**src/sv/sfa_pkg.sv**
```systemverilog
package sfa_pkg;
    localparam int POSITION_BITS_DEF = 16;
    localparam logic [15:0] ETH_IPV4 = 16'h0800;
    localparam logic [15:0] ETH_IPV6 = 16'h86dd;
    localparam logic [7:0] PROTO_UDP = 8'd17;
    localparam logic [2:0] ST_OK = 3'd0;
    localparam logic [2:0] ST_NOT_IP = 3'd1;
    localparam logic [2:0] ST_NOT_UDP = 3'd2;
    localparam logic [2:0] ST_BAD_VER = 3'd3;
    localparam logic [2:0] ST_BAD_ATYPE = 3'd4;
    localparam logic [2:0] ST_BAD_PROTO = 3'd5;

    typedef enum logic [4:0] {
        P_ETH, P_V4, P_V6, P_VER, P_ATYPE, P_NSAMP, P_SMP_TAG, P_SMP_LEN_FLOW,
        P_SMP_LEN_OTHER, P_FS_COUNT, P_REC_TAG, P_REC_LEN_RAW, P_REC_LEN_OTHER,
        P_RAW_PROTO, P_INNER_ETH, P_INNER_ZERO, P_REC_SKIP, P_SKIP_SAMPLE, P_DONE
    } t_stage;

    typedef struct packed {
        logic [7:0] data;
        logic       last;
    } t_in_item;

    typedef struct packed {
        logic [7:0] data;
        logic       last;
        logic [2:0] status;
    } t_out_item;
endpackage

```
**src/sv/sfa_if.sv**
```systemverilog
interface sfa_in_if;
    import sfa_pkg::*;
    logic     valid;
    logic     ready;
    t_in_item payload;
    modport source (output valid, output payload, input ready);
    modport sink (input valid, input payload, output ready);
endinterface

interface sfa_out_if;
    import sfa_pkg::*;
    logic      valid;
    logic      ready;
    t_out_item payload;
    modport source (output valid, output payload, input ready);
    modport sink (input valid, input payload, output ready);
endinterface

```
**src/sv/sfa_parser.sv**
```systemverilog
module sfa_parser import sfa_pkg::*; #(
    parameter int POSITION_BITS = POSITION_BITS_DEF
) (
    input  logic      i_clk,
    input  logic      i_rst_n,
    input  logic      i_step,
    input  t_in_item  i_item,
    output t_out_item o_item
);
    localparam int EW = POSITION_BITS + 1;
    localparam logic [POSITION_BITS-1:0] POS_MAX = {POSITION_BITS{1'b1}};

    logic [POSITION_BITS-1:0] r_pos;
    t_stage r_stage;
    logic [31:0] r_acc, r_samples, r_records;
    logic [15:0] r_eth, r_ieth;
    logic [EW-1:0] r_hend, r_send, r_rend, r_istart;
    logic [2:0] r_fstat;

    logic [POSITION_BITS-1:0] n_pos;
    t_stage st;
    logic [31:0] n_acc, n_samples, n_records;
    logic [15:0] n_eth, n_ieth;
    logic [EW-1:0] n_hend, n_send, n_rend, n_istart, p, off;
    logic [2:0] n_fstat, status;
    logic zero;
    logic [7:0] b;
    logic [3:0] ihl;

    always_comb begin
        b = i_item.data;
        n_acc = {r_acc[23:0], b};
        p = {1'b0, r_pos};
        st = r_stage;
        n_pos = r_pos; n_eth = r_eth; n_ieth = r_ieth;
        n_samples = r_samples; n_records = r_records;
        n_hend = r_hend; n_send = r_send; n_rend = r_rend; n_istart = r_istart;
        n_fstat = r_fstat;
        zero = 1'b0;
        ihl = 4'd0;
        off = p - r_istart;
        if (r_pos != POS_MAX) begin
            if (r_eth == ETH_IPV4 && p >= EW'(26) && p <= EW'(33)) zero = 1'b1;
            if (r_eth == ETH_IPV6 && p >= EW'(22) && p <= EW'(53)) zero = 1'b1;
            if (st >= P_FS_COUNT && st <= P_SKIP_SAMPLE && p == r_send)
                st = (r_samples != 0) ? P_SMP_TAG : P_DONE;
            else if (st >= P_RAW_PROTO && st <= P_REC_SKIP && p == r_rend)
                st = (r_records != 0) ? P_REC_TAG : P_SKIP_SAMPLE;
            case (st)
                P_ETH: if (p == EW'(13)) begin
                    n_eth = n_acc[15:0];
                    if (n_acc[15:0] == ETH_IPV4) st = P_V4;
                    else if (n_acc[15:0] == ETH_IPV6) begin
                        n_hend = EW'(54); st = P_V6;
                    end else begin
                        if (n_fstat == ST_OK) n_fstat = ST_NOT_IP;
                        st = P_DONE;
                    end
                end
                P_V4: if (p == EW'(14)) begin
                    ihl = (b[3:0] < 4'd5) ? 4'd5 : b[3:0];
                    n_hend = EW'(14) + EW'({ihl, 2'b00});
                end else if (p == EW'(23)) begin
                    if (b == PROTO_UDP) st = P_VER;
                    else begin
                        if (n_fstat == ST_OK) n_fstat = ST_NOT_UDP;
                        st = P_DONE;
                    end
                end
                P_V6: if (p == EW'(20)) begin
                    if (b == PROTO_UDP) st = P_VER;
                    else begin
                        if (n_fstat == ST_OK) n_fstat = ST_NOT_UDP;
                        st = P_DONE;
                    end
                end
                P_VER: if (p == r_hend + EW'(11)) begin
                    if (n_acc == 32'd2 || n_acc == 32'd4 || n_acc == 32'd5) st = P_ATYPE;
                    else begin
                        if (n_fstat == ST_OK) n_fstat = ST_BAD_VER;
                        st = P_DONE;
                    end
                end
                P_ATYPE: if (p == r_hend + EW'(15)) begin
                    if (n_acc == 32'd1) begin
                        n_send = p + EW'(20); st = P_NSAMP;
                    end else if (n_acc == 32'd2) begin
                        n_send = p + EW'(32); st = P_NSAMP;
                    end else begin
                        if (n_fstat == ST_OK) n_fstat = ST_BAD_ATYPE;
                        st = P_DONE;
                    end
                end
                P_NSAMP: if (p == r_send) begin
                    n_samples = n_acc;
                    n_send = p + EW'(1);
                    st = (n_acc != 0) ? P_SMP_TAG : P_DONE;
                end
                P_SMP_TAG: if (p == r_send + EW'(3))
                    st = (n_acc[11:0] == 12'd1) ? P_SMP_LEN_FLOW : P_SMP_LEN_OTHER;
                P_SMP_LEN_FLOW, P_SMP_LEN_OTHER: if (p == r_send + EW'(7)) begin
                    n_samples = r_samples - 32'd1;
                    if (n_acc >= 32'(POS_MAX)) n_send = {1'b1, {POSITION_BITS{1'b0}}};
                    else n_send = p + EW'(1) + EW'(n_acc);
                    if (st == P_SMP_LEN_FLOW) begin
                        n_rend = p + EW'(33); st = P_FS_COUNT;
                    end else st = P_SKIP_SAMPLE;
                end
                P_FS_COUNT: if (p + EW'(1) == r_rend) begin
                    n_records = n_acc;
                    st = (n_acc != 0) ? P_REC_TAG : P_SKIP_SAMPLE;
                end
                P_REC_TAG: if (p == r_rend + EW'(3))
                    st = (n_acc[11:0] == 12'd1) ? P_REC_LEN_RAW : P_REC_LEN_OTHER;
                P_REC_LEN_RAW, P_REC_LEN_OTHER: if (p == r_rend + EW'(7)) begin
                    n_records = r_records - 32'd1;
                    if (n_acc >= 32'(POS_MAX)) n_rend = {1'b1, {POSITION_BITS{1'b0}}};
                    else n_rend = p + EW'(1) + EW'(n_acc);
                    if (st == P_REC_LEN_RAW) begin
                        n_istart = p + EW'(17); st = P_RAW_PROTO;
                    end else st = P_REC_SKIP;
                end
                P_RAW_PROTO: if (p + EW'(13) == r_istart) begin
                    if (n_acc == 32'd1) st = P_INNER_ETH;
                    else begin
                        if (n_fstat == ST_OK) n_fstat = ST_BAD_PROTO;
                        st = P_SKIP_SAMPLE;
                    end
                end
                P_INNER_ETH: if (p == r_istart + EW'(13)) begin
                    n_ieth = n_acc[15:0];
                    st = (n_acc[15:0] == ETH_IPV4 || n_acc[15:0] == ETH_IPV6)
                        ? P_INNER_ZERO : P_REC_SKIP;
                end
                P_INNER_ZERO: begin
                    if (r_ieth == ETH_IPV4) begin
                        if (off >= EW'(26) && off <= EW'(33)) zero = 1'b1;
                        if (off >= EW'(33)) st = P_REC_SKIP;
                    end else begin
                        if (off >= EW'(22) && off <= EW'(53)) zero = 1'b1;
                        if (off >= EW'(53)) st = P_REC_SKIP;
                    end
                end
                default: ;
            endcase
            n_pos = r_pos + 1'b1;
        end
        if (st == P_ETH) status = ST_NOT_IP;
        else if (st == P_V4 || st == P_V6) status = ST_NOT_UDP;
        else status = n_fstat;
        o_item.data = zero ? 8'd0 : b;
        o_item.last = i_item.last;
        o_item.status = i_item.last ? status : ST_OK;
    end

    always_ff @(posedge i_clk) begin
        if (!i_rst_n || (i_step && i_item.last)) begin
            r_pos <= '0; r_stage <= P_ETH; r_acc <= '0; r_eth <= '0; r_ieth <= '0;
            r_samples <= '0; r_records <= '0; r_hend <= '0; r_send <= '0;
            r_rend <= '0; r_istart <= '0; r_fstat <= ST_OK;
        end else if (i_step) begin
            r_pos <= n_pos; r_stage <= st; r_acc <= n_acc; r_eth <= n_eth;
            r_ieth <= n_ieth; r_samples <= n_samples; r_records <= n_records;
            r_hend <= n_hend; r_send <= n_send; r_rend <= n_rend;
            r_istart <= n_istart; r_fstat <= n_fstat;
        end
    end
endmodule

```
**src/sv/sflow_address_anonymizer.sv**
```systemverilog
// Byte-serial sFlow address anonymizer: passes an Ethernet frame through one byte per
// transaction, zeroing outer and sampled-header IPv4/IPv6 addresses, with a status code
// on the last byte. One byte per cycle sustained while the output is not stalled; each
// byte is registered at the input, parsed by the position compare logic, and held in the
// output register, so a stalled output still lets one byte enter the input register.
module sflow_address_anonymizer import sfa_pkg::*; #(
    parameter int POSITION_BITS = POSITION_BITS_DEF
) (
    input  logic i_clk,
    input  logic i_rst_n,
    sfa_in_if.sink    i_in,
    sfa_out_if.source o_out
);
    logic      r_in_valid, r_out_valid;
    t_in_item  r_in;
    t_out_item r_out, n_out;
    logic      step;

    assign step = r_in_valid && (!r_out_valid || o_out.ready);
    assign i_in.ready = !r_in_valid || step;
    assign o_out.valid = r_out_valid;
    assign o_out.payload = r_out;

    sfa_parser #(.POSITION_BITS(POSITION_BITS)) u_parser (
        .i_clk(i_clk), .i_rst_n(i_rst_n), .i_step(step), .i_item(r_in), .o_item(n_out)
    );

    always_ff @(posedge i_clk) begin
        if (!i_rst_n) begin
            r_in_valid <= 1'b0;
            r_out_valid <= 1'b0;
        end else begin
            if (i_in.ready) r_in_valid <= i_in.valid;
            if (step) r_out_valid <= 1'b1;
            else if (o_out.ready) r_out_valid <= 1'b0;
        end
        if (i_in.ready && i_in.valid) r_in <= i_in.payload;
        if (step) r_out <= n_out;
    end

    assert property (@(posedge i_clk) disable iff (!i_rst_n)
        (o_out.valid && !o_out.ready) |=> o_out.valid && $stable(o_out.payload))
        else $error("output changed under stall");
    assert property (@(posedge i_clk) disable iff (!i_rst_n)
        (o_out.valid && !o_out.payload.last) |-> o_out.payload.status == ST_OK)
        else $error("status on non-last byte");
    assert property (@(posedge i_clk) disable iff (!i_rst_n)
        step |=> o_out.valid)
        else $error("processed byte lost");
endmodule

```
**src/flat_wrapper.sv**
```systemverilog
// flat-port wrapper written by rule: the top's interface ports become plain ports
module sflow_address_anonymizer_flat import sfa_pkg::*;
#(
    parameter int POSITION_BITS = POSITION_BITS_DEF
)
  (i_clk, i_rst_n, i_in_valid, i_in_payload, i_in_ready, o_out_valid, o_out_payload, o_out_ready);
  sfa_in_if i_in_i ();
  sfa_out_if o_out_i ();
  input  logic i_clk;
  input  logic i_rst_n;
  input wire logic [$bits(i_in_i.valid)-1:0] i_in_valid;
  input wire logic [$bits(i_in_i.payload)-1:0] i_in_payload;
  output wire logic [$bits(i_in_i.ready)-1:0] i_in_ready;
  output wire logic [$bits(o_out_i.valid)-1:0] o_out_valid;
  output wire logic [$bits(o_out_i.payload)-1:0] o_out_payload;
  input wire logic [$bits(o_out_i.ready)-1:0] o_out_ready;
  assign i_in_i.valid = i_in_valid;
  assign i_in_i.payload = i_in_payload;
  assign i_in_ready = i_in_i.ready;
  assign o_out_valid = o_out_i.valid;
  assign o_out_payload = o_out_i.payload;
  assign o_out_i.ready = o_out_ready;
  sflow_address_anonymizer #(.POSITION_BITS(POSITION_BITS)) u_core (.i_clk(i_clk), .i_rst_n(i_rst_n), .i_in(i_in_i), .o_out(o_out_i));
endmodule
```
**config.mk**
```make
export PLATFORM = sky130hd
export DESIGN_NAME = sflow_address_anonymizer_flat
export DESIGN_NICKNAME = d
export VERILOG_FILES = /design/src/sv/sfa_pkg.sv /design/src/sv/sfa_if.sv /design/src/sv/sfa_parser.sv /design/src/sv/sflow_address_anonymizer.sv /design/src/flat_wrapper.sv
export SDC_FILE = /design/constraint.sdc
export NUM_CORES = 1
export LEC_CHECK = 0
export ABC_CLOCK_PERIOD_IN_PS = 4230
export BUFFER_PORTS_ARGS = -buffer_cell sky130_fd_sc_hd__clkbuf_2
export CELL_PAD_IN_SITES_DETAIL_PLACEMENT = 1
export CELL_PAD_IN_SITES_GLOBAL_PLACEMENT = 1
export CORE_MARGIN = 2
export CORE_UTILIZATION = 45
export CTS_BUF_LIST = sky130_fd_sc_hd__clkbuf_2 sky130_fd_sc_hd__clkbuf_4 sky130_fd_sc_hd__clkbuf_8
export CTS_CLUSTER_SIZE = 24
export DETAILED_ROUTE_END_ITERATION = 8
export GPL_TIMING_DRIVEN = 0
export PLACE_DENSITY_LB_ADDON = 0.1
export SETUP_SLACK_MARGIN = 0.05
export SYNTH_ARGS = -nofsm -noshare
export SYNTH_HDL_FRONTEND = slang
export SYNTH_HIERARCHICAL = 1
export SYNTH_SLANG_ARGS = --single-unit
```
**constraint.sdc**
```tcl
create_clock -name i_clk -period 4.23 [get_ports i_clk]
set_input_delay 0.846 -clock i_clk [delete_from_list [all_inputs] [get_ports i_clk]]
set_output_delay 0.846 -clock i_clk [all_outputs]
set_load 0.1 [all_outputs]
```
# Word level (Yosys, flattened, before mapping)
# Cells that the tools add are included.
# Widths: inputs -> output; s select.
[totals]
reg_bits = 235
wordCells = 253
[op_classes]
n_lt_le_gt_ge = 16
n_eq_ne = 55
bitwise_logic = 1
muxes = 93
add_sub_neg = 19
reduce_logical = 48
[op_table]
columns = ["operator", "n"]
rows = [
  ["$mux 17", 13],
  ["$mux 5", 35],
  ["$eq 16x17->1", 9],
  ["$mux 32", 4],
  ["$pmux 32 s2", 2],
  ["$reduce_bool 32->1", 3],
  ["$pmux 5 s14", 1],
  ["$pmux 17 s2", 2],
  ["$eq 32x3->1 const B", 2],
  ["$sub 32x1->32 const B", 2],
  ["$mux 3", 21],
  ["$add 17x4->17 const B", 3],
  ["$pmux 17 s3", 1],
  ["$eq 16x12->1 const B", 3],
  ["$eq 5x4->1 const B", 8],
  ["$add 16x5->17 const B", 2],
  ["$add 16x6->17 const B", 2],
  ["$add 17x2->17 const B", 2],
  ["$add 17x3->17 const B", 2],
  ["$eq 17x17->1", 2],
  ["$ge 17x5->1 const B", 2],
  ["$ge 17x6->1 const B", 2],
  ["$le 17x6->1 const B", 2],
  ["$eq 16x16->1 const B", 2],
  ["43 further kinds", 105],
]

# Longest topological paths before layout
# Gate-level depths: netlist of the first run.
[logic_depth]
ltp_word = 15
depth_mapped = 19

# Modules after synthesis
# The synthesis of the first run kept the hierarchy.
[by_module_without_submodules]
columns = ["module", "area_each_um2", "n_inst", "cells_each", "seq_area_each_um2"]
rows = [
  ["sfa_parser", 17917.2, 1, 2515, 4023.9],
  ["sflow_address_anonymizer", 734.5, 1, 30, 670.6],
]

# Least setup slack after synthesis of the first run
# No wires, ideal clock.
[synth_path]
kind = "register to register"
from = "register u_core.u_parser.r_pos[2]"
to = "register u_core.r_out, in the netlist u_core/o_out.payload[2] (data pin)"
path_stages_with_launch = 17
slack_ns = -0.132
t_arrival_ns = 4.099
required_time_ns = 3.967
path_buffers = 2
setup_time_ns = 0.263
cell_sequence = "dfxtp_1 -> buf_2 -> buf_1 -> inv_1 -> ha_1 -> nor2b_1 -> or2_2 -> o31ai_1 -> nand2_1 -> or4b_1 -> o21ai_0 -> and2_1 -> o2111ai_1 -> or4b_1 -> o2bb2ai_1 -> a211oi_2 -> nor3_1"
[synth_via]
elab_chain_len = 13
[synth_lines]
columns = ["element", "line_no", "source"]
rows = [
  ["start: declaration", "sfa_parser.sv:13", "logic [POSITION_BITS-1:0] r_pos;"],
  ["start signal: assignment", "sfa_parser.sv:162", "r_pos <= n_pos; r_stage <= st; r_acc <= n_acc; r_eth <= n_eth;"],
  ["branches (longest 13 deep; another with $sub 16x17->17)", "n/a", ""],
  ["end signal: assignment", "sflow_address_anonymizer.sv:38", "if (step) r_out <= n_out;"],
  ["end: declaration", "sflow_address_anonymizer.sv:16", "t_out_item r_out, n_out;"],
]
# Several ways; the timed one is not identified. The select of a mux whose other input is x is not followed.
# A chain may end at the register's enable or synchronous reset.

# Worst setup path in the final report of the first run
[layout_path]
from = "register u_core.u_parser.r_pos[5]"
to = "register u_core.r_out, in the netlist u_core/o_out.payload[1] (data pin)"
[layout_via]
elab_chain_len = 13
[layout_lines]
columns = ["element"]
rows = [
  ["branches (longest 13 deep; another with $sub 16x17->17)"],
]
# Several ways; the timed one is not identified. The select of a mux whose other input is x is not followed.

==> impl_summary.md, run 1 <==
Drt
The vias per cell is a little under 7. The total DRC errors in the routed layout is 0. Dividing the detail-routed wire length by the instance count gives 30.29 microns. The first detailed-routing pass ran for 5 iterations. The sum of routed wire length over all layers is slightly below 100000 microns. Across all layers, the routed design uses 22560 vias. The detailed router's first-iteration violation count is between 2000 and 2500. In this run the remaining antenna-violating nets after routing total 0.

Critical path
The critical path is of the flop to flop type. On the critical path, the stage with the largest delay is an instance of dfxtp_2. The cell family with the largest share of critical-path delay is simple AND/OR/NAND/NOR gates. The buffer and inverter count on the worst path is 4. Traced cell by cell, the critical path runs through ha_1, clkbuf_2, nand4_1, nor3_4, xor2_1, nor4_2, buf_4, nand2_1, nor3b_2, a32oi_1, o211ai_1, buf_4, o31ai_2, o2bb2ai_4, a211oi_2, buf_4, o311a_1. The worst setup path is launched from a flop.

On the worst path, the slowest cell contributes a delay of approximately 0.56 ns. The required time at the endpoint of the critical path is between 4 and 5 ns. The maximum fanout along the worst path is 10. The type of element capturing the critical path is a flop. The data arrival time of the critical path is slightly below 5 ns. Counting stages on the worst path, the most repeated cell is buf_4.

Timing
Setup repair after global routing could not meet its margin everywhere. The maximum operating frequency is 0.2230 GHz. The worst-case setup margin in the final layout is -0.2552 ns. For the pin with the worst max-slew slack, the measured transition is 1.319 ns. In this run the tightest slew margin relative to its limit is between 10 and 15%. The max-slew violation count is 0. The total count of hold-check failures in the final report is 0. Setup violations remaining at the end of the flow were counted as 10. The largest clock skew in the final design is ~0.036 ns.

The final critical path takes up 106.0% of the cycle. The worst path in the final design needs a cycle of about 4.5 ns, including I/O delays and setup.

Synth
Summed over all instances, the cell type with the most area after synthesis is dfxtp_1. The async set or reset register ratio after synthesis is 0%. The most used flip-flop cell after synthesis is dfxtp_1.

Counting flops with a built-in enable in the synthesized netlist gives 21. Of the synthesized area, sequential elements account for 25.17%. The netlist area before placement is roughly 19000 sq um. The number of warnings printed during yosys synthesis is 6. Counting distinct cell types in the post-synthesis netlist gives 97.

The net count after synthesis is 2611. The flip-flop and latch count after synthesis is between 200 and 250. Dividing the synthesized area by the synthesized cell count gives between 7 and 8 sq um. In the post-synthesis netlist, the biggest area contributors are dfxtp_1 (22%), nor2_1 (5.7%), nand2_1 (4.9%). The number of standard cells after synthesis is roughly 2500. The top-area cell type share of the netlist area is between 20 and 25%.

Pwr
The internal portion of total power is 0.003912 W. In this run, the clock network consumes 43.3% of the power. Power spread over the standard cell area amounts to approximately 250 nW/um^2. The leakage power is around 8.5 nW. Combinational logic is responsible for between 10% and 20% of the overall power. The switching power total is between 0.0015 and 0.002 W. The sequential cell fraction of total power is approximately 38%. The fraction of power spent switching nets is 32.58%.

The maximum ir drop on the vdd rail is roughly 0.00033 V.

Die
The number of rows in the core area is between 70 and 80. The starting utilization of the core area is between 40% and 50%. The core outline area is 40830 sq um.

The vertical extent of the die is 207.6 microns. Measured along the x axis, the die boundary spans slightly above 200 microns. During I/O placement, the number of pins put on the boundary was 27.

The die outline area is ~43000 sq um.

Status
The checks that failed: negative setup slack. The run finished, with violations left.

CTS
In this run, post-CTS hold repair placed 0 buffers. The clock reaches the later pin of the worst-skew pair after around 0.66 ns. In this run the clock root is driven by a clkbuf_8. The H-tree was split into 2 levels. The longest clock path from root to sink contains 3 buffers.

The CTS buffer count is 44. The sink count of the clock tree is 224. Clock-pin slew was measured on the worst setup and hold paths at about 0.080 ns. TritonCTS built the clock tree.

Final layout
The post-layout instance count excluding filler cells is roughly 3300. Cells with a size suffix above 1 make up between 20% and 30% of the layout. From synthesis to final layout, the design area changed by 22.60%.

The final non-filler cell area is between 20000 and 25000 sq um. Measured on the finished design, the core utilization comes to a little under three fifths. After the last flow step, the layout net total stands at between 2000 and 3000.

Worst hold path
The worst hold-check path type is input pin to flop.

Place
OpenSTA, run right after detailed placement, puts the worst setup slack at -1.544 ns. The total instance count after detailed placement is approximately 3100. The final weighted congestion of routability-driven global placement is 1.049.

The number of input and output port buffers inserted is 26. Once placement finished, the instance area stood at 19470 sq um. The half-perimeter wire length of the detailed placement result is 71210 microns.

Run
The number of violations of the max-capacitance limit is 0.

Global route
The aggregate global-route resource usage is a little over two fifths. The via count of the first global-routing pass was ~22000. The first global-routing pass estimated approximately 140000 microns of wire. The initial antenna violation count is 0. The maximum number of pins on one net before global-route repair is 14. The total overflow left after global routing is 0.
Yosys cell counts, drive strengths merged (9+ instances only):
cell and count:
a211o 9, a211oi 61, a21o 14, a21oi 174
a221oi 14, a22oi 38, a311oi 13, a31oi 21
and2 23, and3 22, and4 16, buf 57
clkbuf 136, dfxtp 203, edfxtp 21, ha 51
inv 80, mux2i 74, nand2 245, nand2b 23
nand3 77, nand3b 10, nand4 61, nor2 285
nor2b 22, nor3 87, nor3b 13, nor4 54
nor4b 10, o2111ai 15, o211ai 20, o21a 13
o21ai 166, o22ai 16, o311ai 9, o31ai 25
or2 15, or3 36, or4 30, xnor2 101
xor2 67
cells by family (layout without fill, tap and decap cells):
| group | count (synthesis) | in the layout | share of synthesized area [%] |
|---|---|---|---|
| DFF | 224 | 224 | 25.17 |
| adders and majority gates | 53 | 53 | 3.636 |
| other | 0 | 1 | 0 |
| and+or+nand+nor | 1048 | 1048 | 28.44 |
| buffers and inverters | 277 | 457 | 6.198 |
| muxes | 75 | 75 | 4.032 |
| xor gates and xnor gates | 168 | 168 | 7.889 |
| AOI/OAI and AO/OA | 700 | 700 | 24.64 |
layer usage:
metal	up-vias	share of wire, %	track usage, %
li1	9660	-	-
met2	1372	44	68.46
met5	-	0	0
met1	11080	38	53.25
met4	0	8.2	31.38
met3	456	9.5	9.879
flip-flops by register name, summed over array words and instances (netlist names):
name                       count
u_core/u_parser/r_fstat        3
u_core/u_parser/r_records     32
u_core/r_in_valid              1
u_core/u_parser/r_samples     32
u_core/r_in                    9
u_core/o_out.valid             1
u_core/u_parser/r_stage        5
u_core/o_out.payload          12
u_core/u_parser/r_send        17
u_core/u_parser/r_istart      17
u_core/u_parser/r_ieth        16
u_core/u_parser/r_rend        17
u_core/u_parser/r_pos         16
u_core/u_parser/r_eth         16
u_core/u_parser/r_acc         24
u_core/u_parser/r_hend         6
power groups by stage:
| stage | Sequential (W) | Combinational [W] | Clock [W] |
|---|---|---|---|
| after detailed placement | 0.00225 | 0.000865 | 0 |
| after global routing | 0.00220 | 0.00112 | 0.00261 |
| after floorplan | 0.00228 | 0.000498 | 0 |
| final | 0.00220 | 0.00109 | 0.00251 |
| after global placement | 0.00225 | 0.000849 | 0 |
| after CTS | 0.00220 | 0.000996 | 0.00252 |
repair_timing:
action / CTS / global route
gates resized for setup: 315 / 112
pin swaps: 55 / 45
gates cloned: 0 / 0
buffers inserted: 73 / 20
setup endpoints to repair: 171 / 107
final timing paths:
kind | start | endpoint | slack (ns) | cells past startpoint
hold / removal | i_in_payload[5] | u_core/r_in[5] | 0.36 | 1
setup / recovery | u_core/u_parser/r_pos[5] | u_core/o_out.payload[1] | -0.26 | 17
setup reg to reg | u_core/u_parser/r_pos[5] | u_core/o_out.payload[1] | -0.26 | 17
hold reg to reg | u_core/u_parser/r_records[7] | u_core/u_parser/r_records[7] | 0.48 | 2
area by class of cell:
cell class	instances	area, sq um
timing repair buffer	120	837.1
antenna	1	2.502
inverter	84	335.3
sequential	224	4760
fill	4990	17960
clock buffer	59	749.5
multi-input combinational	2044	14210
tap	532	665.6
buffer	174	1094
clock inverter	20	216.5
metrics by stage:
stage	power, W	setup TNS [ns]	hold WS, ns
final	0.005803	-1.036	0.3573
after global routing	0.005938	-1.839	0.3554
after CTS	0.005718	-0.1017	0.3454
after detailed placement	0.003115	-144.66	0.4741
after global placement	0.003098	-122.22	0.4605
after floorplan	0.002779	0	0.4450
worst reg2reg max path, stage by stage (launching register included):
cell	delay, ns
dfxtp_2	0.56
ha_1	0.28
clkbuf_2	0.32
nand4_1	0.25
nor3_4	0.32
xor2_1	0.15
nor4_2	0.20
buf_4	0.18
nand2_1	0.12
nor3b_2	0.44
a32oi_1	0.19
o211ai_1	0.28
buf_4	0.21
o31ai_2	0.08
o2bb2ai_4	0.16
a211oi_2	0.06
buf_4	0.17
o311a_1	0.29
cells in the final DEF (no fill, tap or decap), types with 15 or more instances in the layout:
master	instances
a211oi_1	52
a21oi_1	167
a22oi_1	38
a31oi_1	18
and2_1	21
and3_1	21
buf_2	17
buf_4	105
buf_6	17
clkbuf_1	84
clkbuf_2	49
clkbuf_4	15
clkbuf_8	52
dfxtp_1	171
dfxtp_2	22
edfxtp_1	21
ha_1	43
inv_1	73
mux2i_1	72
nand2_1	241
nand2b_1	22
nand3_1	68
nand4_1	60
nor2_1	273
nor2b_1	16
nor3_1	72
nor4_1	36
o211ai_1	20
o21ai_0	154
o22ai_1	16
o31ai_1	20
or3_1	34
or4_1	17
xnor2_1	77
xnor2_2	18
xor2_1	61
(Power assumes the default switching activity.)
==> inputs of run 2 (changes only) <==
GPL_TIMING_DRIVEN = unset   (was 0)
==> impl_summary.md, run 2 (same netlist as run 1, synthesis figures left out) <==
Drt
The number of antenna-violating nets in the routed design is 0. The iteration count of the initial detailed-routing pass is 5. Wires add up to a little over 90000 microns. The total DRC errors in the routed layout is 0. The wire length per cell after detailed routing is ~26 microns. For this block, the initial DRC count from the detailed router was 1897.

The total vias in the final route is between 20000 and 25000. The vias per cell is roughly 6.6.

Pwr
IR analysis of the VDD net gives a maximum drop of between 0.0003 and 0.0004 V. The sequential cell fraction of total power is 37.1%. In this run switching power makes up ~30% of total power. The share of total power dissipated in the clock network is 45.2%. The overall power of the completed layout is around 0.006 W.

The combinational cell fraction of total power is between 10% and 20%. The internal portion of the total power is 0.004128 W. The areal power density over the cells is about 250 nW/um^2.

The switching power total is ~0.0018 W. In this run the static leakage power is between 9 and 10 nW.

Timing
The shortest clock period the worst path allows after layout is about 4.4 ns. Setup repair after global routing could not meet its margin everywhere. Static timing analysis puts the maximum clock frequency at 0.2285 GHz. Of the available clock period, the critical path in the final layout requires 103.5%. In this run the tightest slew margin relative to its limit is around a quarter.

The actual transition at the worst max-transition pin is ~1.1 ns. The max-slew violation count is 0. For the final routed database, the setup TNS stands at -0.4073 ns.

Setup violations remaining at the end of the flow were counted as 3. After layout, the worst setup slack is -0.1472 ns. The largest clock skew in the final design is 0.03607 ns. The total count of hold-check failures in the final report came to 0.

Place
The post-placement worst setup slack is -0.4111 ns. Port buffering added 26 buffers. The half-perimeter wire length of the detailed placement result is slightly below 70000 microns. The area after detailed placement is ~22000 sq um. The congestion estimate from routability-driven global placement came to ~1.

Final layout
The number of nets in the layout is 2946. The finished cells cover ~24000 sq um. The most common cell after layout, fill and taps aside is buf_4. The post-route netlist has a little over a quarter of its cells at a drive strength greater than 1. The largest registers in the layout are u_core/u_parser/r_records: 32 flops, u_core/u_parser/r_samples: 32 flops, u_core/u_parser/r_acc: 24 flops. Compared with the post-synthesis result, the final layout area differs by 29.54%. Cells fill around three fifths of the core in the end.

The top cell types in the final layout, fill and taps aside, are buf_4 (435), nor2_1 (281), nand2_1 (242).

CTS
For this design, the sink count on the clock tree is roughly 220. The worst-skew pair later-pin latency is between 0.6 and 0.7 ns. The H-tree depth is 2.

TritonCTS created 44 clock buffers. The clock tree root driver cell is clkbuf_8. The longest clock path from root to sink contains 3 buffers. Clock-pin slew was measured on the worst setup and hold paths at approximately 0.07 ns. Hold repair after CTS inserted 0 buffers.

The TritonCTS clock tree is built.

Critical path
The buffer and inverter count on the worst path is 6. Counting stages on the worst path, the most repeated cell is buf_4. STA classifies the critical path endpoint as a flop.

The reg2reg setup slack is -0.15 ns. The critical path ends at u_core/o_out.payload[0]. Counting buffers and inverters, the worst setup path is 18 cells deep. The cell with the largest stage delay on the worst path is or4b_4.

STA classifies the critical path startpoint as a flop. The data arrival time of the critical path is around 4.8 ns. The endpoint identified for the worst register-to-register timing path is u_core/o_out.payload[0]. The reg-to-reg critical path startpoint is u_core/u_parser/r_pos[8].

Along the worst path, the maximum fanout reaches 8. Data on the critical path is required at its endpoint by 4.61 ns. The critical path is of the flop to flop type. The number of cells on the worst reg-to-reg path is 18. The cell family with the largest share of critical-path delay is simple AND/OR/NAND/NOR gates. On the worst path, the slowest cell contributes a delay of roughly 0.57 ns. The launching element of the worst setup path is u_core/u_parser/r_pos[8]. Traced cell by cell, the critical path runs through buf_12, buf_4, nand3_2, buf_4, nor4_2, buf_4, xnor2_1, nor4_1, buf_4, nand4_1, o32ai_1, buf_4, o21a_1, a211o_1, or4b_4, o2bb2ai_4, a211oi_4, nor2_1.

Die
The number of primary I/O pins is 27. The initial utilization of the core area, before any placement, comes to 45.68%. The floorplan has 74 rows. The die covers 43090 sq um. From bottom edge to top edge, the die measures around 210 microns. The chip width is slightly above 200 microns. The core outline area is between 40000 and 50000 sq um.

Global route
Entering global routing, the biggest net connects between 70 and 80 pins. The via count of the first global-routing pass is 23310. The initial antenna violation count came to 2. The sum of overflow across all layers after global routing is 0. The aggregate global-route resource usage is between 40% and 50%. The wire length of the first global-routing pass is 136600 microns.

Worst hold path
The start point of the worst min-delay path is i_in_payload[8]. The worst hold-check path type is input pin to flop.

Run
The number of violations of the max-capacitance limit is 0.

Status
The flow ran to the end, but the final reports show violations. The final reports fail on negative setup slack.
==> run 2: cell count changes in the layout (fill, tap and decap cells not counted), moves of 6 or more <==
cell      before  now
buf_4        105  435
clkbuf_1      84    0
clkbuf_2      49   26
buf_2         17    0
buf_6         17    5
xnor2_1       77   86
buf_12         8   16
nor2_1       273  281
dfxtp_4       10    3
nor3_1        72   79
nor4_1        36   43
nor4_4         9    3
==> run 2: worst reg2reg max path, delay by kind of cell (launching register included) <==
| family | cells | cell delay [ns] |
|---|---|---|
| compound gates | 5 | 1.02 |
| xor+xnor | 1 | 0.13 |
| buf+inv | 6 | 1.06 |
| flops | 1 | 0.40 |
| simple gates | 6 | 1.53 |
==> run 2: how the worst min path moves through the flow <==
stage	to	slack, ns	depth (start not counted)
global route	u_core/r_in[6]	0.38	1
floorplan	u_core/u_parser/r_samples[1]	0.45	2
finish	u_core/r_in[8]	0.39	1
detailed placement	u_core/u_parser/r_samples[1]	0.48	2
CTS	u_core/r_in[8]	0.35	1
global placement	u_core/u_parser/r_samples[1]	0.46	2
==> run 2: stage by stage <==
stage	hold WS, ns	instances
after floorplan	0.4450	2545
after global placement	0.4577	3353
after detailed placement	0.4761	3353
after CTS	0.3542	3433
after global routing	0.3789	3445
final	0.3864	3445
==> run 2: cell type report <==
type | count | area (sq um)
clock buffers | 58 | 735.7
inverters | 84 | 315.3
diodes | 1 | 2.502
fillers | 5094 | 16670
well taps | 532 | 665.6
multi-input cells | 2044 | 13630
flip-flops and latches | 224 | 4737
clock inverters | 20 | 300.3
repair buffers | 482 | 3772
==> run 2: metal layers <==
layer  routed length [microns]  part of all wire [%]  vias to the layer above  track usage, %
met1                     36170                    40                    11260           49.81
met5                         8                0.0088                        -               0
met2                     42330                    46                     1016           66.75
met3                      7119                   7.8                      338           6.959
li1                          -                     -                    10010               -
met4                      5450                   6.0                        2           21.45
==> run 2: power groups by stage <==
stage | sequential [W] | combinational [W] | clock (W)
2_1_floorplan | 0.00228 | 0.000498 | 0
3_3_place_gp | 0.00224 | 0.000923 | 0
3_5_place_dp | 0.00225 | 0.000938 | 0
4_1_cts | 0.00220 | 0.000960 | 0.00269
5_1_grt | 0.00220 | 0.00110 | 0.00278
6_report | 0.00220 | 0.00105 | 0.00268
==> run 2: timing repair <==
action / CTS / global route
buffers inserted: 2 / 11
gates cloned: 0 / 0
resized for setup: 57 / 138
endpoints found under the setup margin: 7 / 16
pin swaps: 12 / 53
